==> config.mk <==
export PLATFORM = sky130hd
export DESIGN_NAME = linear_probe_hash_table_unit
export DESIGN_NICKNAME = d
export VERILOG_FILES = /design/src/hw/rtl/lphtu_pkg.sv /design/src/hw/rtl/lphtu_front.sv /design/src/hw/rtl/lphtu_queue.sv /design/src/hw/rtl/lphtu_back.sv /design/src/hw/rtl/linear_probe_hash_table_unit.sv
export SDC_FILE = /design/constraint.sdc
export NUM_CORES = 1
export LEC_CHECK = 0
export BUFFER_PORTS_ARGS = -buffer_cell sky130_fd_sc_hd__buf_2
export CORE_MARGIN = 1
export CORE_UTILIZATION = 42
export DETAILED_ROUTE_END_ITERATION = 6
export PLACE_DENSITY = 0.53
export SKIP_CTS_REPAIR_TIMING = 1
export SLEW_MARGIN = 40
export SYNTH_ARGS = -nofsm -noshare
export SYNTH_HDL_FRONTEND = slang
export SYNTH_SLANG_ARGS = --single-unit
==> constraint.sdc <==
create_clock -name i_clk -period 8.31 [get_ports i_clk]
set_clock_uncertainty 0.2 [all_clocks]
set_input_delay 1.2465 -clock i_clk [delete_from_list [all_inputs] [get_ports i_clk]]
set_output_delay 1.2465 -clock i_clk [all_outputs]
set_load 0.02 [all_outputs]
==> src/hw/rtl/lphtu_pkg.sv <==
// ----------------------------------------------------------------------------
// lphtu_pkg
// shared codes and constants of the linear probing hash table unit
// ----------------------------------------------------------------------------
package lphtu_pkg;

    // slot memory depth and the widths that follow from it
    localparam int TABLE_DEPTH = 64;
    localparam int SLOT_W      = 6;
    localparam int CAP_W       = 7;
    localparam logic [CAP_W-1:0] CAP_RESET = 7'd64;

    typedef enum logic [1:0] {
        ACT_SEARCH = 2'd0,
        ACT_INSERT = 2'd1,
        ACT_ERASE  = 2'd2,
        ACT_CLEAR  = 2'd3
    } t_action;

    typedef enum logic [1:0] {
        ST_DONE     = 2'd0,
        ST_NOTFOUND = 2'd1,
        ST_FULL     = 2'd2
    } t_status;

    typedef enum logic [1:0] {
        TAG_EMPTY   = 2'd0,
        TAG_USED    = 2'd1,
        TAG_DELETED = 2'd2
    } t_tag;

    typedef enum logic [1:0] {
        REG_CAPACITY = 2'd0,
        REG_NONE     = 2'd1
    } t_reg;

endpackage

==> src/hw/rtl/lphtu_front.sv <==
// ----------------------------------------------------------------------------
// lphtu_front
// takes items, finds the home slot with a bit-serial remainder unit
// ----------------------------------------------------------------------------
module lphtu_front #(
    parameter int KEY_BITS = 16,
    parameter int SLOT_W   = 6
) (
    input  logic                        i_clk,
    input  logic                        i_rst_n,
    input  logic                        i_accept,
    input  lphtu_pkg::t_action          i_action,
    input  logic [KEY_BITS-1:0]         i_key,
    input  logic [lphtu_pkg::CAP_W-1:0] i_cap,
    input  logic                        i_q_full,
    output logic                        o_push,
    output lphtu_pkg::t_action          o_action,
    output logic [KEY_BITS-1:0]         o_key,
    output logic [SLOT_W-1:0]           o_home,
    output logic                        o_busy
);
    localparam int CNT_W = (KEY_BITS > 1) ? $clog2(KEY_BITS) : 1;
    localparam int CW    = lphtu_pkg::CAP_W;

    typedef enum logic [2:0] {
        F_IDLE = 3'b001,
        F_DIV  = 3'b010,
        F_PUSH = 3'b100
    } t_fstate;

    t_fstate               r_state, n_state;
    lphtu_pkg::t_action    r_action;
    logic [KEY_BITS-1:0]   r_key, r_shift;
    logic [CW-1:0]         r_rem, n_rem;
    logic [CNT_W-1:0]      r_cnt;
    logic [CW:0]           trial;

    // one quotient bit a cycle
    always_comb begin
        trial = {r_rem, r_shift[KEY_BITS-1]};
        if (trial >= {1'b0, i_cap}) begin
            n_rem = CW'(trial - {1'b0, i_cap});
        end else begin
            n_rem = trial[CW-1:0];
        end
    end

    always_comb begin
        n_state = r_state;
        unique case (r_state)
            F_IDLE: if (i_accept) begin
                n_state = (i_action == lphtu_pkg::ACT_CLEAR) ? F_PUSH : F_DIV;
            end
            F_DIV:  if (r_cnt == CNT_W'(KEY_BITS - 1)) n_state = F_PUSH;
            F_PUSH: if (!i_q_full) n_state = F_IDLE;
            default: n_state = F_IDLE;
        endcase
    end

    always_ff @(posedge i_clk) begin
        if (!i_rst_n) begin
            r_state <= F_IDLE;
        end else begin
            r_state <= n_state;
        end
        if (r_state == F_IDLE && i_accept) begin
            r_action <= i_action;
            r_key    <= i_key;
            r_shift  <= i_key;
            r_rem    <= '0;
            r_cnt    <= '0;
        end else if (r_state == F_DIV) begin
            r_rem   <= n_rem;
            r_shift <= r_shift << 1;
            r_cnt   <= r_cnt + 1'b1;
        end
    end

    assign o_push   = (r_state == F_PUSH) && !i_q_full;
    assign o_action = r_action;
    assign o_key    = r_key;
    assign o_home   = SLOT_W'(r_rem);
    assign o_busy   = (r_state != F_IDLE);

endmodule

==> src/hw/rtl/lphtu_queue.sv <==
// ----------------------------------------------------------------------------
// lphtu_queue
// two-entry queue between front and back
// ----------------------------------------------------------------------------
module lphtu_queue #(
    parameter int WIDTH = 8
) (
    input  logic             i_clk,
    input  logic             i_rst_n,
    input  logic             i_push,
    input  logic [WIDTH-1:0] i_data,
    input  logic             i_pop,
    output logic [WIDTH-1:0] o_data,
    output logic             o_valid,
    output logic             o_full
);
    logic [WIDTH-1:0] r_buf [2];
    logic             r_wptr, r_rptr;
    logic [1:0]       r_count;

    always_ff @(posedge i_clk) begin
        if (!i_rst_n) begin
            r_wptr  <= 1'b0;
            r_rptr  <= 1'b0;
            r_count <= 2'd0;
        end else begin
            if (i_push) r_wptr <= ~r_wptr;
            if (i_pop)  r_rptr <= ~r_rptr;
            r_count <= r_count + {1'b0, i_push} - {1'b0, i_pop};
        end
        if (i_push) r_buf[r_wptr] <= i_data;
    end

    assign o_data  = r_buf[r_rptr];
    assign o_valid = (r_count != 2'd0);
    assign o_full  = (r_count == 2'd2);

endmodule

==> src/hw/rtl/lphtu_back.sv <==
// ----------------------------------------------------------------------------
// lphtu_back
// slot memory, probe walk, clearing sweep and result register
// ----------------------------------------------------------------------------
module lphtu_back #(
    parameter int TABLE_DEPTH = 64,
    parameter int KEY_BITS    = 16,
    parameter int SLOT_W      = 6
) (
    input  logic                        i_clk,
    input  logic                        i_rst_n,
    input  logic                        i_cfg_clear,
    input  logic [lphtu_pkg::CAP_W-1:0] i_cap,
    input  logic                        i_valid,
    input  lphtu_pkg::t_action          i_action,
    input  logic [KEY_BITS-1:0]         i_key,
    input  logic [SLOT_W-1:0]           i_home,
    output logic                        o_pop,
    output logic                        o_sweeping,
    output logic                        o_done,
    output lphtu_pkg::t_status          o_status,
    output logic [SLOT_W-1:0]           o_slot_index,
    output logic [lphtu_pkg::CAP_W-1:0] o_occupancy
);
    localparam int CW      = lphtu_pkg::CAP_W;
    localparam int ENTRY_W = 2 + KEY_BITS;

    typedef enum logic [3:0] {
        B_SWEEP = 4'b0001,
        B_IDLE  = 4'b0010,
        B_READ  = 4'b0100,
        B_EVAL  = 4'b1000
    } t_bstate;

    logic [ENTRY_W-1:0]  mem [TABLE_DEPTH];
    logic [ENTRY_W-1:0]  r_rdata, wd;
    logic [SLOT_W-1:0]   wa;
    logic                we;

    t_bstate             r_state, n_state;
    lphtu_pkg::t_action  r_action;
    logic [KEY_BITS-1:0] r_key;
    logic [SLOT_W-1:0]   r_pos, n_pos, r_sweep;
    logic [CW-1:0]       r_n, r_used, n_used;
    logic                r_reply;

    logic                n_done;
    lphtu_pkg::t_status  n_status;
    logic [SLOT_W-1:0]   n_slot;

    lphtu_pkg::t_tag     tag;
    logic [KEY_BITS-1:0] rkey;
    logic [SLOT_W:0]     pos_inc;
    logic                last, hit, sweep_end;

    assign tag       = lphtu_pkg::t_tag'(r_rdata[ENTRY_W-1 -: 2]);
    assign rkey      = r_rdata[KEY_BITS-1:0];
    assign pos_inc   = {1'b0, r_pos} + 1'b1;
    assign last      = (({1'b0, r_n} + 1'b1) == {1'b0, i_cap});
    assign hit       = (tag == lphtu_pkg::TAG_USED) && (rkey == r_key);
    assign sweep_end = (r_sweep == SLOT_W'(TABLE_DEPTH - 1));

    always_comb begin
        n_state  = r_state;
        n_used   = r_used;
        n_pos    = (pos_inc == (SLOT_W + 1)'(i_cap)) ? '0 : pos_inc[SLOT_W-1:0];
        n_done   = 1'b0;
        n_status = lphtu_pkg::ST_DONE;
        n_slot   = '0;
        we       = 1'b0;
        wa       = r_pos;
        wd       = {lphtu_pkg::TAG_EMPTY, {KEY_BITS{1'b0}}};
        o_pop    = 1'b0;
        unique case (r_state)
            B_SWEEP: begin
                we = 1'b1;
                wa = r_sweep;
                if (sweep_end) begin
                    n_state = B_IDLE;
                    n_done  = r_reply;
                end
            end
            B_IDLE: if (i_valid) begin
                o_pop = 1'b1;
                if (i_action == lphtu_pkg::ACT_CLEAR) begin
                    n_state = B_SWEEP;
                    n_used  = '0;
                end else begin
                    n_state = B_READ;
                end
            end
            B_READ: n_state = B_EVAL;
            B_EVAL: begin
                if (r_action == lphtu_pkg::ACT_INSERT) begin
                    if (tag != lphtu_pkg::TAG_USED) begin
                        we      = 1'b1;
                        wd      = {lphtu_pkg::TAG_USED, r_key};
                        n_used  = r_used + 1'b1;
                        n_done  = 1'b1;
                        n_slot  = r_pos;
                        n_state = B_IDLE;
                    end else if (last) begin
                        n_done   = 1'b1;
                        n_status = lphtu_pkg::ST_FULL;
                        n_state  = B_IDLE;
                    end else begin
                        n_state = B_READ;
                    end
                end else begin
                    if (hit) begin
                        n_done  = 1'b1;
                        n_slot  = r_pos;
                        n_state = B_IDLE;
                        if (r_action == lphtu_pkg::ACT_ERASE) begin
                            we = 1'b1;
                            wd = {lphtu_pkg::TAG_DELETED, rkey};
                            if (r_used != '0) n_used = r_used - 1'b1;
                        end
                    end else if (tag == lphtu_pkg::TAG_EMPTY || last) begin
                        n_done   = 1'b1;
                        n_status = lphtu_pkg::ST_NOTFOUND;
                        n_state  = B_IDLE;
                    end else begin
                        n_state = B_READ;
                    end
                end
            end
            default: n_state = B_IDLE;
        endcase
    end

    // slot memory, registered read
    always_ff @(posedge i_clk) begin
        if (we) mem[wa] <= wd;
        r_rdata <= mem[r_pos];
    end

    always_ff @(posedge i_clk) begin
        if (!i_rst_n) begin
            r_state <= B_SWEEP;
            r_sweep <= '0;
            r_reply <= 1'b0;
            r_used  <= '0;
            o_done  <= 1'b0;
        end else if (i_cfg_clear) begin
            r_state <= B_SWEEP;
            r_sweep <= '0;
            r_reply <= 1'b0;
            r_used  <= '0;
            o_done  <= 1'b0;
        end else begin
            r_state <= n_state;
            r_used  <= n_used;
            o_done  <= n_done;
            if (r_state == B_SWEEP) r_sweep <= r_sweep + 1'b1;
            if (r_state == B_IDLE && i_valid) begin
                r_sweep <= '0;
                r_reply <= 1'b1;
            end
        end
        if (r_state == B_IDLE) begin
            r_action <= i_action;
            r_key    <= i_key;
            r_pos    <= i_home;
            r_n      <= '0;
        end else if (r_state == B_EVAL) begin
            r_pos <= n_pos;
            r_n   <= r_n + 1'b1;
        end
        o_status     <= n_status;
        o_slot_index <= n_slot;
        o_occupancy  <= n_used;
    end

    assign o_sweeping = (r_state == B_SWEEP);

endmodule

==> src/hw/rtl/linear_probe_hash_table_unit.sv <==
// ----------------------------------------------------------------------------
// linear_probe_hash_table_unit
// open addressing hash table with linear probing, search/insert/erase/clear
// ----------------------------------------------------------------------------
//  channel   signals                                  handshake
//  ------    ---------------------------------------  -------------------------
//  item in   start, i_action, i_key                   start & !busy
//  result    o_done, o_status, o_slot_index,          o_done, one cycle, no stall
//            o_occupancy
//  config    psel, penable, pwrite, paddr, pwdata,    setup + access, pready = 1
//            prdata, pready
//
//  the front runs each item through its bit-serial remainder unit (a clear
//  skips it); the back handles each probed slot as a registered memory read,
//  then a compare; a clear sweeps all TABLE_DEPTH slots, one a cycle, then
//  reports. after reset, and after each capacity write, a sweep of all
//  TABLE_DEPTH slots empties the slot memory while busy stays high. the result
//  receiver cannot stall: a two-entry queue lets the front take new items
//  while the back probes.
// ----------------------------------------------------------------------------
module linear_probe_hash_table_unit #(
    parameter int KEY_BITS    = 16
) (
    input  logic                         i_clk,
    input  logic                         i_rst_n,
    // item channel
    input  logic                         start,
    output logic                         busy,
    input  logic [1:0]                   i_action,
    input  logic [KEY_BITS-1:0]          i_key,
    // result channel
    output logic                         o_done,
    output logic [1:0]                   o_status,
    output logic [lphtu_pkg::SLOT_W-1:0] o_slot_index,
    output logic [lphtu_pkg::CAP_W-1:0]  o_occupancy,
    // register port
    input  logic                         psel,
    input  logic                         penable,
    input  logic                         pwrite,
    input  logic [2:0]                   paddr,
    input  logic [31:0]                  pwdata,
    output logic [31:0]                  prdata,
    output logic                         pready
);
    localparam int TABLE_DEPTH = lphtu_pkg::TABLE_DEPTH;
    localparam int SLOT_W      = lphtu_pkg::SLOT_W;
    localparam int CW          = lphtu_pkg::CAP_W;
    localparam int JOB_W       = 2 + KEY_BITS + SLOT_W;

    // capacity register, clamped to 1..TABLE_DEPTH where it is used
    logic [CW-1:0]      r_cap, cap_eff;
    logic               cfg_wr;
    lphtu_pkg::t_reg    reg_sel;

    // front to queue, queue to back
    logic               f_push, f_busy, q_full, q_valid, b_pop, b_sweep;
    lphtu_pkg::t_action f_action, b_action;
    logic [KEY_BITS-1:0] f_key, b_key;
    logic [SLOT_W-1:0]  f_home, b_home;
    logic [JOB_W-1:0]   q_out;
    lphtu_pkg::t_status b_status;

    assign pready  = 1'b1;
    // register index is the word address
    assign reg_sel = (paddr[2] == 1'b0) ? lphtu_pkg::REG_CAPACITY : lphtu_pkg::REG_NONE;
    assign cfg_wr  = psel && penable && pwrite && (reg_sel == lphtu_pkg::REG_CAPACITY);

    always_ff @(posedge i_clk) begin
        if (!i_rst_n) begin
            r_cap <= lphtu_pkg::CAP_RESET;
        end else if (cfg_wr) begin
            r_cap <= pwdata[CW-1:0];
        end
    end

    always_comb begin
        prdata = '0;
        unique case (reg_sel)
            lphtu_pkg::REG_CAPACITY: prdata = {{(32 - CW){1'b0}}, r_cap};
            default:                 prdata = '0;
        endcase
    end

    // zero acts as one, anything above the depth acts as the depth
    always_comb begin
        if (r_cap == '0) begin
            cap_eff = CW'(1);
        end else if (int'(r_cap) > TABLE_DEPTH) begin
            cap_eff = CW'(TABLE_DEPTH);
        end else begin
            cap_eff = r_cap;
        end
    end

    // no item while the front is busy or the slot memory is being swept
    assign busy = f_busy || b_sweep;

    lphtu_front #(
        .KEY_BITS (KEY_BITS),
        .SLOT_W   (SLOT_W)
    ) u_front (
        .i_clk    (i_clk),
        .i_rst_n  (i_rst_n),
        .i_accept (start && !busy),
        .i_action (lphtu_pkg::t_action'(i_action)),
        .i_key    (i_key),
        .i_cap    (cap_eff),
        .i_q_full (q_full),
        .o_push   (f_push),
        .o_action (f_action),
        .o_key    (f_key),
        .o_home   (f_home),
        .o_busy   (f_busy)
    );

    lphtu_queue #(
        .WIDTH (JOB_W)
    ) u_queue (
        .i_clk   (i_clk),
        .i_rst_n (i_rst_n),
        .i_push  (f_push),
        .i_data  ({f_action, f_key, f_home}),
        .i_pop   (b_pop),
        .o_data  (q_out),
        .o_valid (q_valid),
        .o_full  (q_full)
    );

    // unpack the queued job
    assign b_action = lphtu_pkg::t_action'(q_out[JOB_W-1 -: 2]);
    assign b_key    = q_out[SLOT_W +: KEY_BITS];
    assign b_home   = q_out[SLOT_W-1:0];

    lphtu_back #(
        .TABLE_DEPTH (TABLE_DEPTH),
        .KEY_BITS    (KEY_BITS),
        .SLOT_W      (SLOT_W)
    ) u_back (
        .i_clk        (i_clk),
        .i_rst_n      (i_rst_n),
        .i_cfg_clear  (cfg_wr),
        .i_cap        (cap_eff),
        .i_valid      (q_valid),
        .i_action     (b_action),
        .i_key        (b_key),
        .i_home       (b_home),
        .o_pop        (b_pop),
        .o_sweeping   (b_sweep),
        .o_done       (o_done),
        .o_status     (b_status),
        .o_slot_index (o_slot_index),
        .o_occupancy  (o_occupancy)
    );

    assign o_status = b_status;

endmodule
Word level (Yosys, flattened, before mapping)
Memory sizes are Yosys's and may differ from the RTL's. A register that Yosys moved wholly into a read port is not among the register bits.
Cells that the tools add are included.
{"block": "word_totals", "memories": 2, "in_bits": 59, "ram_bits": 1200, "regBits": 124, "word_cells": 153}
{"block": "classes", "n_reduce_logical": 23, "order_cmp": 2, "bitwise_logic": 3, "add_sub_neg": 10, "muxes": 66, "eq_ne": 25}
{"name": "u_back.mem", "depth": 64, "word_bits": 18, "rd": 1, "rd_clocked_by_memory_dff": 1, "write_ports": 1, "line_no": "lphtu_back.sv:35", "text": "logic [ENTRY_W-1:0] mem [TABLE_DEPTH];"}
{"name": "u_queue.r_buf", "depth": 2, "word_bits": 24, "rd": 1, "rd_clocked_by_memory_dff": 1, "write_ports": 1, "line_no": "lphtu_queue.sv:17", "text": "logic [WIDTH-1:0] r_buf [2];"}
{"operator": "7-bit 2-to-1 mux", "n": 11}
{"operator": "18-bit 2-to-1 mux", "n": 4}
{"operator": "6-bit 2-to-1 mux", "n": 7}
{"operator": "16-bit 2-to-1 mux", "n": 2}
{"operator": "3-bit 2-to-1 mux", "n": 7}
{"operator": "1-bit 2-to-1 mux", "n": 20}
{"operator": "4-bit 2-to-1 mux", "n": 5}
{"operator": "17-bit 2-to-1 mux", "n": 1}
{"operator": "16-bit equality test", "n": 1}
{"operator": "4-bit one-hot mux with 4 select lines", "n": 1}
{"operator": "7-bit by 1-bit adder with 7-bit output, second input constant", "n": 2}
{"operator": "7-bit one-hot mux with 2 select lines", "n": 1}
{"operator": "2-bit by 1-bit != test with 1-bit output, second input constant", "n": 5}
{"operator": "3-bit one-hot mux with 3 select lines", "n": 1}
{"operator": "7-bit by 1-bit adder with 8-bit output, second input constant", "n": 1}
{"operator": "2-bit equality test, second input constant", "n": 4}
{"operator": "4-bit equality test, second input constant", "n": 2}
{"operator": "8-bit by 7-bit equality test with 1-bit output", "n": 1}
{"operator": "8-bit by 7-bit greater-or-equal comparator with 1-bit output", "n": 1}
{"operator": "1-bit logical AND", "n": 8}
{"operator": "2-bit 2-to-1 mux", "n": 4}
{"operator": "6-bit by 1-bit adder with 7-bit output, second input constant", "n": 1}
{"operator": "7-bit equality test", "n": 1}
{"operator": "7-bit greater-than comparator, second input constant", "n": 1}
{"operator": "28 further kinds", "n": 37}

Logic depth before layout (Yosys ltp)
{"block": "depth", "word_depth": 9, "depth_mapped": 15}

By module
From an unflattened synthesis, not the netlist that was laid out.
{"block": "unflattened", "cells_unflattened": 2571, "hier_area_um2": 52861.9}
{"module": "lphtu_back", "n_inst": 1, "area_per_inst_um2": 47854.6, "cells_each": 2175}
{"module": "lphtu_front", "n_inst": 1, "area_per_inst_um2": 2307.2, "cells_each": 222}
{"module": "lphtu_queue", "n_inst": 1, "area_per_inst_um2": 2065.7, "cells_each": 96}
{"module": "linear_probe_hash_table_unit", "n_inst": 1, "area_per_inst_um2": 634.4, "cells_each": 78}

Worst setup path before layout
No wires, ideal clock.
{"block": "synth_path", "path_kind": "register to register", "from": "register u_back.r_state[1]", "to": "memory u_back.mem[0][0] in the netlist's numbering (data pin)", "slack_ps": 3302, "setup_time_ps": 366, "stages_incl_launch_ff": 6, "required_ps": 7744, "arrival_time_ps": 4442, "n_path_buf": 1, "period_less_slack_ps": 5008, "cell_sequence": "dfxtp_1 -> nor2_1 -> nand3b_1 -> clkbuf_1 -> nor4b_2 -> a22o_1"}
{"block": "synth_between", "elab_chain_cells": 2}
{"element": "start, declared", "line_no": "lphtu_back.sv:40", "text": "t_bstate r_state, n_state;"}
{"element": "start signal, assigned", "line_no": "lphtu_back.sv:152", "text": "r_state <= n_state;"}
{"element": "4-bit equality test", "line_no": "lphtu_back.sv:74", "text": "unique case (r_state)"}
{"element": "18-bit 2-to-1 mux", "line_no": "lphtu_back.sv:74"}
{"element": "named net u_back.wd[0]", "line_no": "lphtu_back.sv:36", "text": "logic [ENTRY_W-1:0] r_rdata, wd;"}
{"element": "end, declared", "line_no": "lphtu_back.sv:35"}
The timed path passes the listed nets, and every way through them passes these cells.

==> impl_metrics.csv <==
group,metric,value,unit
outcome,outcome,"finished with violations",
outcome,failed_checks,"design-rule violations",
pwr,ir_worst_vdd,0.2068,mV
place,hpwl,69.87,mm
setup_path,regToRegEndpoint,"u_back.r_rdata[0]$_DFF_P_",
timing,hold_viol_final,0,
timing,tightest_slew,872.8,ps
setup_path,max_stage_delay,650,ps
logic_synthesis,ys.flop_type,"edfxtp_1",
layout,mostFrequentLayoutCell,"edfxtp_1",
grt,grt_pass1_wl,180.4,mm
setup_path,r2r-start,"u_back.r_pos[0]$_DFFE_PN_",
pwr,p_comb_frac,0.025,
grt,grt_usage,0.1997,
timing,finalSetupViolations,0,
timing,timing.fmax,229.0,MHz
hold_path,hold_path_class,"reg2reg",
routing,wirelength,124.7,mm
grt,overflow,0,
cts,clk_pin_slew,60,ps
setup_path,crit_slowest_cell,"buf_4",
die,dieArea,126300,µm²
pwr,pwr_density_cell,230.7,nW/µm²
cts,htreeDepth,4,
setup_path,critPathMaxFanout,79,
setup_path,critPathArrivalTime,4730,ps
setup_path,ff2ff_setup_slack,3940,ps
cts,clockRootBuffer,"clkbuf_16",
cts,cts_tree,"done",
pwr,p_sw,2785,µW
die,design.core.area,123800,µm²
routing,via_per_inst,5.681,
logic_synthesis,synth-seq-cells,1343,
cts,clock-sinks,1343,
place,gp_congestion,0.7728,
pwr,power_leakage,0.02092,µW
setup_path,reg2reg_depth,6,
setup_path,crit_top_cell,"mux4_2",
cts,ctsLongestPathBuffers,3,
routing,num_vias,25341,
logic_synthesis,yosysUniqueCellTypes,69,
hold_path,min_path_cells,0,
layout,drive_above_1_share,0.2940,
timing,finalSetupTns,0,ps
cts,clk_latency,730,ps
logic_synthesis,synth_edf_count,1258,
grt,grt_pass1_vias,26076,
setup_path,critPathLaunchType,"flop",
routing,drt_iter0_drc,2662,
routing,postRouteAntennaNets,0,
setup_path,required,8680,ps
grt,antenna_found_initial,5,
pwr,internal_power,11000,µW
setup_path,worstSetupEndpointType,"flop",
routing,drt_first_pass_iters,7,
hold_path,holdCritStartpoint,"u_front.o_key[10]$_DFFE_PP_",
grt,grt_max_degree,119,
layout,fin_cells,4461,
die,start_util,0.4237,
place,dp_cells,4208,
pwr,power_frac_seq,0.542,
pwr,swShare,0.2021,
layout,final_net_count,2792,
layout,most-common-layout-cells,"edfxtp_1 (1258), mux4_2 (360), clkbuf_16 (150), nand2_1 (117), buf_4 (91)",
die,die_w,355.4,µm
logic_synthesis,syn_inst,2544,
pwr,clkPwrFrac,0.434,
routing,wl_per_cell,27.95,µm
layout,syn_to_final_growth,13.90,%
logic_synthesis,avgSynthCellArea,20.62,µm²
logic_synthesis,synth-seq-area-share,0.7526,
place,port_buffers,55,
logic_synthesis,yosysWarnings,0,
die,boundaryPins,109,
logic_synthesis,synthArstFlopShare,0,
routing,drc,46,
logic_synthesis,netlist_area,52460,µm²
timing,period_share,0.5255,
timing,rsz0062_at_grt,"false",
layout,nFillCells,10093,
timing,min_period,4367,ps
die,chipHeight,355.4,µm
flow_run,cap_violations,0,
setup_path,crit_path_end,"u_back.r_rdata[0]$_DFF_P_",
timing,timing.final.max_slew_violations,0,
setup_path,critPathLaunch,"u_back.r_pos[0]$_DFFE_PN_",
setup_path,cp_cell_sequence,"buf_12, buf_4, mux4_2, mux4_2, a22oi_1, nand2_1",
cts,cts_buffers,143,
die,row_count,129,
setup_path,path_class,"reg2reg",
timing,slew_headroom,0.4167,
-- power groups by stage --
stage / clock, µW / combinational (µW) / sequential, µW
after floorplan: 0 / 218 / 7580
after global placement: 0 / 328 / 7600
after detailed placement: 0 / 339 / 7610
after CTS: 6110 / 342 / 7460
after global routing: 6360 / 369 / 7470
final: 5980 / 340 / 7460
-- how the worst min path moves through the flow --
stage	to	slack (ps)
2_1_floorplan	u_queue.r_buf[0][10]$_DFFE_PP_	220
3_3_place_gp	u_queue.r_buf[0][19]$_DFFE_PP_	230
3_5_place_dp	u_queue.r_buf[0][7]$_DFFE_PP_	240
4_1_cts	u_queue.r_buf[1][23]$_DFFE_PP_	250
5_1_grt	u_queue.r_buf[1][14]$_DFFE_PP_	250
6_report	u_queue.r_buf[0][16]$_DFFE_PP_	250
-- through the flow --
stage | power (µW) | setup WS, ps | hold slack (ps) | utilization | area (µm²)
6_report | 13780 | 3943 | 251.0 | 0.4826 | 59750
3_3_place_gp | 7924 | 3777 | 233.1 | 0.4457 | 55180
5_1_grt | 14200 | 3637 | 251.2 | 0.4826 | 59740
3_5_place_dp | 7945 | 3945 | 238.5 | 0.4469 | 55320
4_1_cts | 13920 | 3921 | 249.8 | 0.4822 | 59700
2_1_floorplan | 7803 | 3302 | 221.5 | - | 52550
-- cell families (layout without fill, tap and decap cells) --
group                      after synthesis  in the layout  share of synthesized area
DFF                                   1343           1343                     0.7526
and+or+nand+nor                        396            396                    0.03626
muxes                                  390            390                     0.1607
AOI/OAI and AO/OA                      179            179                    0.02369
buffers and inverters                  176            431                    0.01560
xor gates and xnor gates                42             42                   0.007013
adders and majority gates               16             16                   0.003960
other                                    2             27                  0.0001432
-- synth_stat cells, drive strengths merged (9+ instances only) --
cell	instances	area share
a22o	18	0.0030
nand3	20	0.0019
xor2	11	0.0018
buf	71	0.0080
and2	21	0.0026
a211oi	13	0.0019
a31oi	9	0.0011
edfxtp	1258	0.72
dfxtp	85	0.032
mux4	360	0.15
a21oi	27	0.0026
nor2	128	0.0092
nand4	16	0.0019
ha	15	0.0036
inv	21	0.0015
clkbuf	82	0.0059
a22oi	36	0.0052
o21ai	36	0.0034
nand2b	11	0.0013
nor3	12	0.0012
mux2i	11	0.0021
nor2b	22	0.0026
xnor2	31	0.0052
mux2	19	0.0041
nand2	117	0.0084
-- critical path: cells and delay by family (launching register included) --
kind	cells	cell delay, ps
AND/OR/NAND/NOR	1	180
buffers and inverters	2	1210
multiplexers	2	1160
AO/OA/AOI/OAI	1	630
flip-flops	1	640
-- registers in the layout, summed over array words and instances, names as in the netlist, 7 cells and up, named ones only --
name	flops
r_cap	7
u_back.mem	1152
u_back.o_occupancy	7
u_back.r_key	16
u_back.r_n	7
u_back.r_rdata	18
u_back.r_used	7
u_front.o_key	16
u_front.r_rem	7
u_front.r_shift	16
u_queue.r_buf	48
-- final cells by class --
| cell class | count | area [µm²] | share of cell area |
|---|---|---|---|
| clock inverter | 59 | 395.4 | 0.006618 |
| multi-input combinational | 1049 | 12570 | 0.2103 |
| clock buffer | 192 | 3981 | 0.06664 |
| sequential | 1343 | 39480 | 0.6608 |
| tap | 1637 | 2048 | 0.03428 |
| timing repair buffer | 157 | 1184 | 0.01981 |
| antenna | 1 | 2.502 | 0.00004188 |
| inverter | 23 | 91.34 | 0.001529 |
-- layer usage --
| layer | up-vias | wire length [µm] | track usage |
|---|---|---|---|
| li1 | 10785 | - | - |
| met1 | 13549 | 53410 | 0.2779 |
| met2 | 820 | 60280 | 0.3184 |
| met3 | 187 | 7460 | 0.03708 |
| met4 | 0 | 3522 | 0.06621 |
| met5 | - | 0 | 0 |
(Power assumes the default switching activity.)
